[config.mk]
export PLATFORM = sky130hd
export DESIGN_NAME = sorted_priority_queue_unit_flat
export DESIGN_NICKNAME = d
export VERILOG_FILES = /design/src/hw/rtl/spq_pkg.sv /design/src/hw/rtl/spq_req_if.sv /design/src/hw/rtl/spq_rsp_if.sv /design/src/hw/rtl/spq_ctrl.sv /design/src/hw/rtl/spq_dpath.sv /design/src/hw/rtl/sorted_priority_queue_unit.sv /design/src/flat_wrapper.sv
export SDC_FILE = /design/constraint.sdc
export NUM_CORES = 2
export LEC_CHECK = 0
export BUFFER_PORTS_ARGS = -buffer_cell sky130_fd_sc_hd__clkbuf_2
export CAP_MARGIN = 20
export CORE_AREA = 2 2 307 309
export DETAILED_ROUTE_END_ITERATION = 8
export DIE_AREA = 0 0 309 311
export PLACE_DENSITY = 0.55
export REMOVE_ABC_BUFFERS = 1
export SYNTH_ARGS = -nofsm -noshare
export SYNTH_HDL_FRONTEND = slang
export SYNTH_SLANG_ARGS = --single-unit
[constraint.sdc]
create_clock -name clk -period 9.7 [get_ports clk]
set_clock_uncertainty 0.1 [all_clocks]
set_input_delay 0.485 -clock clk [delete_from_list [all_inputs] [get_ports clk]]
set_output_delay 0.485 -clock clk [all_outputs]
set_load 0.005 [all_outputs]
[src/hw/rtl/spq_pkg.sv]
package spq_pkg;

  // Default store depth
  localparam int DEPTH_DEFAULT = 16;

  // Field widths
  localparam int CMD_W   = 2;
  localparam int PRIO_W  = 8;
  localparam int DATA_W  = 32;
  localparam int STAT_W  = 2;
  localparam int OCC_W   = 5;

  typedef enum logic [CMD_W-1:0] {
    CMD_PUSH  = 2'd0,
    CMD_POP   = 2'd1,
    CMD_TOP   = 2'd2,
    CMD_CLEAR = 2'd3
  } cmd_t;

  typedef enum logic [STAT_W-1:0] {
    ST_OK    = 2'd0,
    ST_EMPTY = 2'd1,
    ST_FULL  = 2'd2
  } status_t;

  // Output register occupancy
  typedef enum logic {
    S_IDLE = 1'b0,
    S_HOLD = 1'b1
  } state_t;

  // Controller to datapath commands
  typedef struct packed {
    logic exec;   // execute the accepted command and load the result register
    logic hold;   // result register holds a beat not yet taken
  } spq_ctrl_t;

endpackage

[src/hw/rtl/spq_req_if.sv]
interface spq_req_if;
  logic                         valid;
  logic                         ready;
  logic [spq_pkg::CMD_W-1:0]    command;
  logic [spq_pkg::PRIO_W-1:0]   priority_req;
  logic [spq_pkg::DATA_W-1:0]   payload;

  modport source (output valid, command, priority_req, payload, input ready);
  modport sink   (input valid, command, priority_req, payload, output ready);
endinterface

[src/hw/rtl/spq_rsp_if.sv]
interface spq_rsp_if;
  logic                         valid;
  logic                         ready;
  logic [spq_pkg::PRIO_W-1:0]   out_priority;
  logic [spq_pkg::DATA_W-1:0]   out_payload;
  logic                         out_valid;
  logic [spq_pkg::STAT_W-1:0]   status;
  logic [spq_pkg::OCC_W-1:0]    occupancy;

  modport source (output valid, out_priority, out_payload, out_valid, status, occupancy,
                  input ready);
  modport sink   (input valid, out_priority, out_payload, out_valid, status, occupancy,
                  output ready);
endinterface

[src/hw/rtl/spq_ctrl.sv]
module spq_ctrl (
  input  logic               clk,
  input  logic               rst,
  input  logic               req_valid,
  output logic               req_ready,
  output logic               rsp_valid,
  input  logic               rsp_ready,
  output spq_pkg::spq_ctrl_t ctrl
);
  import spq_pkg::*;

  state_t state;
  state_t state_next;
  logic   accept;

  // A new beat may enter outside reset when the result register is empty or drains now
  assign req_ready = !rst && ((state == S_IDLE) || rsp_ready);
  assign accept    = req_valid && req_ready;

  always_ff @(posedge clk) begin
    if (rst) begin
      state <= S_IDLE;
    end else begin
      state <= state_next;
    end
  end

  // Next state
  always_comb begin
    state_next = state;
    case (state)
      S_IDLE: begin
        if (accept) state_next = S_HOLD;
      end
      S_HOLD: begin
        if (rsp_ready && !accept) state_next = S_IDLE;
      end
      default: state_next = S_IDLE;
    endcase
  end

  // Outputs
  always_comb begin
    ctrl.exec = accept;
    ctrl.hold = 1'b0;
    rsp_valid = 1'b0;
    case (state)
      S_IDLE: begin
        ctrl.hold = 1'b0;
        rsp_valid = 1'b0;
      end
      S_HOLD: begin
        ctrl.hold = 1'b1;
        rsp_valid = 1'b1;
      end
      default: begin
        ctrl.hold = 1'b0;
        rsp_valid = 1'b0;
      end
    endcase
  end

`ifndef SYNTHESIS
  a_accept_holds: assert property (@(posedge clk) disable iff (rst)
    accept |=> state == S_HOLD)
    else $error("accepted beat did not reach the result register");
  a_stall_keeps: assert property (@(posedge clk) disable iff (rst)
    (state == S_HOLD && !rsp_ready) |=> state == S_HOLD)
    else $error("result dropped while stalled");
  a_reset_idle: assert property (@(posedge clk)
    rst |=> state == S_IDLE)
    else $error("reset did not empty the result register");
`endif
endmodule

[src/hw/rtl/spq_dpath.sv]
module spq_dpath #(
  parameter int DEPTH = spq_pkg::DEPTH_DEFAULT
) (
  input  logic                        clk,
  input  logic                        rst,
  input  spq_pkg::spq_ctrl_t          ctrl,
  input  logic [spq_pkg::CMD_W-1:0]   command,
  input  logic [spq_pkg::PRIO_W-1:0]  priority_req,
  input  logic [spq_pkg::DATA_W-1:0]  payload,
  output logic [spq_pkg::PRIO_W-1:0]  out_priority,
  output logic [spq_pkg::DATA_W-1:0]  out_payload,
  output logic                        out_valid,
  output logic [spq_pkg::STAT_W-1:0]  status,
  output logic [spq_pkg::OCC_W-1:0]   occupancy
);
  import spq_pkg::*;

  localparam int CW = $clog2(DEPTH + 1);

  // Sorted cell row, front at index 0
  logic [PRIO_W-1:0] cell_prio      [DEPTH];
  logic [DATA_W-1:0] cell_data      [DEPTH];
  logic [PRIO_W-1:0] cell_prio_next [DEPTH];
  logic [DATA_W-1:0] cell_data_next [DEPTH];
  logic [DEPTH-1:0]  le;

  logic [CW-1:0] count;
  logic [CW-1:0] count_next;
  cmd_t          op;
  logic          full;
  logic          empty;
  logic          do_push;
  logic          do_pop;

  assign op      = cmd_t'(command);
  assign full    = (count == CW'(DEPTH));
  assign empty   = (count == '0);
  assign do_push = (op == CMD_PUSH) && !full;
  assign do_pop  = (op == CMD_POP) && !empty;

  // Per-cell compare: valid cells that stay ahead of the new entry
  always_comb begin
    for (int i = 0; i < DEPTH; i++) begin
      le[i] = (CW'(i) < count) && (cell_prio[i] <= priority_req);
    end
  end

  // Per-cell next value: keep, take the new entry, or shift
  for (genvar g = 0; g < DEPTH; g++) begin : g_cell
    logic ins_here;
    logic [PRIO_W-1:0] up_prio;
    logic [DATA_W-1:0] up_data;

    if (g == 0) begin : g_first
      assign ins_here = 1'b1;
    end else begin : g_rest
      assign ins_here = le[g-1];
    end

    if (g == DEPTH - 1) begin : g_last
      assign up_prio = cell_prio[g];
      assign up_data = cell_data[g];
    end else begin : g_mid
      assign up_prio = cell_prio[g+1];
      assign up_data = cell_data[g+1];
    end

    always_comb begin
      cell_prio_next[g] = cell_prio[g];
      cell_data_next[g] = cell_data[g];
      if (do_push && !le[g]) begin
        if (ins_here) begin
          cell_prio_next[g] = priority_req;
          cell_data_next[g] = payload;
        end else if (g > 0) begin
          cell_prio_next[g] = cell_prio[(g > 0) ? g - 1 : 0];
          cell_data_next[g] = cell_data[(g > 0) ? g - 1 : 0];
        end
      end else if (do_pop) begin
        cell_prio_next[g] = up_prio;
        cell_data_next[g] = up_data;
      end
    end
  end

  // Fill count
  always_comb begin
    count_next = count;
    case (op)
      CMD_PUSH:  if (!full) count_next = count + CW'(1);
      CMD_POP:   if (!empty) count_next = count - CW'(1);
      CMD_TOP:   count_next = count;
      CMD_CLEAR: count_next = '0;
      default:   count_next = count;
    endcase
  end

  always_ff @(posedge clk) begin
    if (rst) begin
      count <= '0;
    end else if (ctrl.exec) begin
      count <= count_next;
    end
  end

  always_ff @(posedge clk) begin
    if (ctrl.exec) begin
      for (int i = 0; i < DEPTH; i++) begin
        cell_prio[i] <= cell_prio_next[i];
        cell_data[i] <= cell_data_next[i];
      end
    end
  end

  // Result register
  always_ff @(posedge clk) begin
    if (ctrl.exec) begin
      out_priority <= '0;
      out_payload  <= '0;
      out_valid    <= 1'b0;
      status       <= ST_OK;
      occupancy    <= OCC_W'(count_next);
      case (op)
        CMD_PUSH: begin
          if (full) status <= ST_FULL;
        end
        CMD_POP, CMD_TOP: begin
          if (empty) begin
            status <= ST_EMPTY;
          end else begin
            out_priority <= cell_prio[0];
            out_payload  <= cell_data[0];
            out_valid    <= 1'b1;
          end
        end
        default: status <= ST_OK;
      endcase
    end
  end

`ifndef SYNTHESIS
  a_count_bound: assert property (@(posedge clk) disable iff (rst)
    count <= CW'(DEPTH))
    else $error("fill count above depth");
  a_clear_empties: assert property (@(posedge clk) disable iff (rst)
    (ctrl.exec && op == CMD_CLEAR) |=> count == '0)
    else $error("clear left entries behind");
  a_full_drop: assert property (@(posedge clk) disable iff (rst)
    (ctrl.exec && op == CMD_PUSH && full) |=> (count == $past(count)))
    else $error("push on a full store changed the count");
  a_no_exec_hold: assert property (@(posedge clk) disable iff (rst)
    (!ctrl.exec && ctrl.hold) |=> (count == $past(count)))
    else $error("store changed without a command");
`endif
endmodule

[src/hw/rtl/sorted_priority_queue_unit.sv]
// Sorted priority queue, DEPTH cells of priority and payload, lowest number in front.
// Each result beat is registered and presented in the cycle after its command beat is accepted.
// Throughput: one command per cycle while results are taken; every cell compares
// against the new priority at once and, on a push, the cells behind the insertion point shift in that same cycle.
// Reset: rst (synchronous) empties the queue and the result register; cells are not cleared.
module sorted_priority_queue_unit #(
  parameter int DEPTH = spq_pkg::DEPTH_DEFAULT
) (
  input  logic      clk,
  input  logic      rst,
  spq_req_if.sink   req,
  spq_rsp_if.source rsp
);
  import spq_pkg::*;

  spq_ctrl_t ctrl;

  spq_ctrl u_ctrl (
    .clk       (clk),
    .rst       (rst),
    .req_valid (req.valid),
    .req_ready (req.ready),
    .rsp_valid (rsp.valid),
    .rsp_ready (rsp.ready),
    .ctrl      (ctrl)
  );

  spq_dpath #(
    .DEPTH (DEPTH)
  ) u_dpath (
    .clk          (clk),
    .rst          (rst),
    .ctrl         (ctrl),
    .command      (req.command),
    .priority_req (req.priority_req),
    .payload      (req.payload),
    .out_priority (rsp.out_priority),
    .out_payload  (rsp.out_payload),
    .out_valid    (rsp.out_valid),
    .status       (rsp.status),
    .occupancy    (rsp.occupancy)
  );

endmodule
[src/flat_wrapper.sv]
// flat-port wrapper written by rule: the top's interface ports become plain ports
module sorted_priority_queue_unit_flat import spq_pkg::*;
#(
  parameter int DEPTH = spq_pkg::DEPTH_DEFAULT
)
  (clk, rst, req_valid, req_command, req_priority_req, req_payload, req_ready, rsp_valid, rsp_out_priority, rsp_out_payload, rsp_out_valid, rsp_status, rsp_occupancy, rsp_ready);
  spq_req_if req_i ();
  spq_rsp_if rsp_i ();
  input  logic clk;
  input  logic rst;
  input wire logic [$bits(req_i.valid)-1:0] req_valid;
  input wire logic [$bits(req_i.command)-1:0] req_command;
  input wire logic [$bits(req_i.priority_req)-1:0] req_priority_req;
  input wire logic [$bits(req_i.payload)-1:0] req_payload;
  output wire logic [$bits(req_i.ready)-1:0] req_ready;
  output wire logic [$bits(rsp_i.valid)-1:0] rsp_valid;
  output wire logic [$bits(rsp_i.out_priority)-1:0] rsp_out_priority;
  output wire logic [$bits(rsp_i.out_payload)-1:0] rsp_out_payload;
  output wire logic [$bits(rsp_i.out_valid)-1:0] rsp_out_valid;
  output wire logic [$bits(rsp_i.status)-1:0] rsp_status;
  output wire logic [$bits(rsp_i.occupancy)-1:0] rsp_occupancy;
  input wire logic [$bits(rsp_i.ready)-1:0] rsp_ready;
  assign req_i.valid = req_valid;
  assign req_i.command = req_command;
  assign req_i.priority_req = req_priority_req;
  assign req_i.payload = req_payload;
  assign req_ready = req_i.ready;
  assign rsp_valid = rsp_i.valid;
  assign rsp_out_priority = rsp_i.out_priority;
  assign rsp_out_payload = rsp_i.out_payload;
  assign rsp_out_valid = rsp_i.out_valid;
  assign rsp_status = rsp_i.status;
  assign rsp_occupancy = rsp_i.occupancy;
  assign rsp_i.ready = rsp_ready;
  sorted_priority_queue_unit #(.DEPTH(DEPTH)) u_core (.clk(clk), .rst(rst), .req(req_i), .rsp(rsp_i));
endmodule
## Yosys cells after proc, flatten, opt, wreduce, memory -nomap -nowiden

Memories as Yosys holds them, arrays and structs flattened.
Index checks and enable logic that the tools add are counted.

- Mux-type cells: 104
- Bitwise gates (word level): 2
- Magnitude comparators: 32
- Shift operators: 0
- Reductions and logical operators: 62
- Div/mod/pow operators: 0
- Equal/unequal tests: 4
- Multipliers: 0
- Add/subtract/negate cells: 2

Operators with widths:

| cell | number |
|---|---|
| 32-bit 2-to-1 mux | 46 |
| 8-bit 2-to-1 mux | 46 |
| 8-bit <= comparator | 16 |
| 4-bit by 5-bit less-than comparator with 1-bit output, first input constant | 8 |
| 1-bit logical AND | 37 |
| 1-bit logical NOT | 20 |
| 3-bit by 5-bit less-than comparator with 1-bit output, first input constant | 4 |
| 5-bit one-hot mux with 4 select lines | 1 |
| 1-bit by 5-bit less-than comparator with 1-bit output, first input constant | 2 |
| 2-bit by 5-bit less-than comparator with 1-bit output, first input constant | 2 |
| 5-bit 2-to-1 mux | 2 |
| 5-bit by 1-bit adder with 5-bit output, second input constant | 1 |
| 5-bit equality test, second input constant | 1 |
| 5-bit logical NOT | 1 |
| 1-bit 2-to-1 mux | 5 |
| 5-bit by 1-bit subtractor with 5-bit output, second input constant | 1 |
| 2-bit equality test, second input constant | 2 |
| 1-bit one-hot mux with 2 select lines | 2 |
| 2-bit one-hot mux with 2 select lines | 1 |
| 2-bit OR reduction | 2 |
| 2-bit by 1-bit equality test with 1-bit output, second input constant | 1 |
| 2-bit logical NOT | 1 |
| 2-bit 2-to-1 mux | 1 |
| 1-bit inverter | 2 |
| 1-bit logical OR | 1 |

- Memory bits (writable): 640
- Word-level logic and storage cells: 215
- Output and inout bits: 50
- Memories kept: 2
- Bits in registers: 54
- Bits in latches: 0
- Bits in read-only memories: 0
- Input bits: 46

Memories:

| memory | depth | width | read ports | clocked after memory_dff | wr ports | RTL line | RTL |
|---|---|---|---|---|---|---|---|
| u_core.u_dpath.cell_data | 16 | 32 | 16 | 0 | 16 | spq_dpath.sv:22 | `logic [DATA_W-1:0] cell_data [DEPTH];` |
| u_core.u_dpath.cell_prio | 16 | 8 | 16 | 0 | 16 | spq_dpath.sv:21 | `logic [PRIO_W-1:0] cell_prio [DEPTH];` |

## Depth between registers and ports, before layout

- Word-level depth: 8
- Depth in mapped cells: 12
- Mapped depth without buffers: 8

## By module

Synthesis repeated with hierarchy kept, for this count alone.

- Cells, all modules: 3,214
- Area total of the unflattened synthesis: 37,511.0 um^2

Modules (own cells, without submodules):

| module | area an instance (um^2) | cells an instance | sequential area each (um^2) | instances |
|---|---|---|---|---|
| spq_dpath | 37,435.9 | 3,207 | 20,759.9 | 1 |
| spq_ctrl | 75.1 | 7 | 20.0 | 1 |

## Least setup slack after synthesis

OpenSTA, ideal clock, no wires.

- Path kind: input to register
- Start: input req_priority_req[3]
- End: memory u_core.u_dpath.cell_data[15][0], in the netlist u_core.u_dpath.cell_data[1][224], enable pin
- Data arrival time: 4.858 ns
- Setup time: 0.498 ns
- Path slack: 4.244 ns
- Stages on the path: 9
- Path through: clkbuf_1 > inv_1 > ha_1 > nand3_1 > o22ai_1 > nor2_1 > o21ai_0 > nand2_1 > a211oi_1

RTL lines:

| element | RTL line | RTL |
|---|---|---|
| start, declared | flat_wrapper.sv:13 | `input wire logic [$bits(req_i.priority_req)-1:0] req_priority_req;` |
| end, declared | spq_dpath.sv:22 |  |

==> reports/results.tsv <==
stage	metric	value	unit
status	status	finished clean	
global_routing	gr-total-overflow	0	
routing	drt_pass1_iterations	7	
routing	drt-total-wl	98800	um
routing	viasPerCell	5.56	
synth	ys_ff_latch	694	
clocking	numCtsBuffers	81	
sta	max_freq	0.240	GHz
synth	synth.largest_area_cell	edfxtp_1	
critical_path	cp-end-kind	flip-flop	
global_routing	use_met3	0.0221	
floorplan	dieWidth	309	um
synth	synth_area_leaders	edfxtp_1 (55%), mux2i_1 (14%), ha_1 (4.5%)	
cells_and_area	num_antenna_cells	0	
critical_path	critPathRequiredTime	9.98	ns
flow_run	drv_cap	0	
critical_path	cp-start-kind	input pin	
synth	synth_top_area_share	0.549	
synth	syn-mean-instance-area	11.9	um^2
global_routing	busiest_layer	met2	
global_routing	grtUsageMet2	0.369	
sta	relSlewSlack	0.368	
clocking	clk_latency	0.63	ns
placement	place_inst	4354	
sta	worstMarginPinSlew	0.949	ns
synth	synthCells	3176	
sta	period_minus_slack	4.16	ns
pwr	vdd_drop_max	0.000123	V
routing	antenna_left	0	
floorplan	initial_utilization	0.406	
floorplan	rows	112	
worst_hold_path	hold_class	in -> reg	
placement	hpwl	67500	um
critical_path	rr_endpoint	u_core.u_dpath.cell_data[0][74]$_DFFE_PP_	
placement	io_buffers	95	
synth	yosysWarnings	0	
sta	finalSetupTns	0	ns
global_routing	grt_antenna_before_repair	1	
floorplan	io_pins	96	
routing	drc_errors	0	
pwr	power-per-cell-area	169	mW/mm^2
placement	gp_congestion	0.836	
worst_hold_path	hp-start	req_command[0]	
critical_path	crit_fanout	48	
pwr	power	7.07	mW
synth	synthArstFlopShare	0	
routing	drt-wirelength-per-cell	22.0	um
sta	whs	0.215	ns
global_routing	grt.met1_usage	0.250	
cells_and_area	nets	3368	
clocking	path_clk_slew	0.06	ns
worst_hold_path	holdPathEnd	u_core.u_dpath.status[1]$_DFFE_PP_	
clocking	htreeDepth	3	
routing	dr_total_vias	25000	
synth	synth_area	0.0377	mm^2
synth	synth_flop_cell	edfxtp_1	
critical_path	r2r_setup_slack	5.81	ns
floorplan	die_h	311	um
synth	yosysMostFrequentCell	edfxtp_1	
floorplan	core	0.0928	mm^2
synth	synth_enable_flop_cells	688	
sta	rsz0062_at_grt	no	
global_routing	first_global_vias	27400	
worst_hold_path	holdPathStages	3	
clocking	root_buffer	clkbuf_16	
sta	final_max_slew_viol_count	0	
cells_and_area	instances_no_fill	4497	
global_routing	grt_pass1_wl	155000	um
clocking	cts_buffer_depth	3	
pwr	leakagePower	14.7	nW
sta	setup_viol	0	
synth	synth_commonest_cells	edfxtp_1 (688), mux2i_1 (522), nand2_1 (425)	
routing	drtIter0Drc	1631	
global_routing	grtUsageTotal	0.203	
critical_path	cp.arrival	4.44	ns
clocking	cts_tree	built	
cells_and_area	fillerInstances	8709	
critical_path	reg2reg_depth	10	
cells_and_area	drive_gt1_frac	0.141	
floorplan	dieArea	0.0961	mm^2
clocking	postCtsSetupBuffers	0	
sta	fin_crit_sh	0.429	
sta	finalHoldViolations	0	
global_routing	grt_max_degree	82	
synth	seq_area_frac_synth	0.552	
critical_path	criticalPathCategory	in -> reg	
synth	synth_cell_types	59	
clocking	clock_sinks	694	
critical_path	r2r_start	u_core.u_dpath.count[1]$_SDFFE_PP0P_	
cells_and_area	syn_to_final_growth	11.1	%
## where the power goes
| group | internal [mW] | switching (mW) |
|---|---|---|
| Sequential | 3.42 | 0.0522 |
| Clock | 1.63 | 1.25 |
| Combinational | 0.257 | 0.467 |
## cell usage in the layout (no fill, tap or decap), types with 4 or more instances in the layout
master	synthesis	routed
clkbuf_1	118	32
nor2_4	0	4
o21ai_0	273	273
clkbuf_2	1	95
mux2_4	30	30
mux2_1	9	9
o21ai_1	162	161
a21oi_1	189	178
a21o_1	8	8
ha_1	136	136
o21a_1	7	7
inv_1	33	32
buf_4	23	57
nand4_1	28	28
nor2b_1	23	22
a211oi_1	8	7
nand3_1	9	9
nand2_1	425	421
edfxtp_1	688	688
clkbuf_16	0	83
clkinv_2	0	7
and2_1	42	42
nand2_2	0	4
a21oi_4	1	14
nor3_4	0	10
buf_12	0	4
mux2i_1	522	522
clkinv_1	0	11
o31ai_4	6	9
nor2_1	152	148
nand2b_1	5	4
o211ai_1	16	16
dfxtp_1	6	6
mux2_2	114	114
## worst max-delay path, cell delays in order
cell      delay (ns)
clkbuf_2        0.35
inv_1           0.51
ha_1            0.52
nand4_1         0.14
o21a_1          0.22
nor3_4          0.15
buf_4           0.66
nand2b_2        0.30
buf_4           0.59
mux2_2          0.41
## layer usage
layer  wire [um]  up-vias
li1            -    11800
met1       42000    12600
met2       51800      405
met3        2440      163
met4        2540        2
met5          13        -
## stage by stage
| step | setup slack (ns) | utilization | area, um^2 |
|---|---|---|---|
| 2_1_floorplan | 2.29 | - | 36500 |
| 3_3_place_gp | 4.64 | 0.424 | 39300 |
| 3_5_place_dp | 4.87 | 0.425 | 39400 |
| 4_1_cts | 5.54 | 0.451 | 41800 |
| 5_1_grt | 5.36 | 0.451 | 41900 |
| 6_report | 5.54 | 0.451 | 41900 |
## state kept, by name, summed over array words and instances (netlist names)
name and cells:
u_core.u_ctrl.state 1, u_core.u_dpath.cell_data 512, u_core.u_dpath.cell_prio 128, u_core.u_dpath.count 5, u_core.u_dpath.occupancy 5, u_core.u_dpath.out_payload 32, u_core.u_dpath.out_priority 8, u_core.u_dpath.out_valid 1
u_core.u_dpath.status 2
## cells by family (layout without fill, tap and decap cells)
kind of cell | count (synthesis) | count (layout) | share of synthesized area
adders and majority gates | 136 | 136 | 0.0452
DFF | 694 | 694 | 0.552
and+or+nand+nor | 708 | 708 | 0.0809
AOI/OAI and AO/OA | 698 | 698 | 0.102
muxes | 675 | 675 | 0.187
buffers and inverters | 265 | 332 | 0.0332
## timing repair
action | in CTS | in global routing
hold endpoints to repair | 1 | 0
gates resized for setup | 0 | 0
hold buffers | 2 | 0
setup endpoints to repair | 0 | 0
## layout make-up
type                    instances  area, um^2  share of cell area
inverters                      34         128             0.00305
flip-flops and latches        694       20800               0.496
repair buffers                158        1000              0.0240
clock buffers                 115        2200              0.0525
clock inverters                25         221             0.00529
well taps                    1254        1570              0.0375
multi-input cells            2217       16000               0.381
## worst max path at each step
stage	cells after the start	start	to
2_1_floorplan	8	req_priority_req[7]	u_core.u_dpath.cell_data[0][0]$_DFFE_PP_
3_3_place_gp	9	req_priority_req[3]	u_core.u_dpath.cell_data[0][72]$_DFFE_PP_
3_5_place_dp	10	req_priority_req[3]	u_core.u_dpath.cell_data[0][31]$_DFFE_PP_
4_1_cts	10	req_priority_req[3]	u_core.u_dpath.cell_data[0][31]$_DFFE_PP_
5_1_grt	10	req_priority_req[3]	u_core.u_dpath.cell_data[0][31]$_DFFE_PP_
6_report	10	req_priority_req[3]	u_core.u_dpath.cell_data[0][31]$_DFFE_PP_
(Power assumes the default switching activity.)
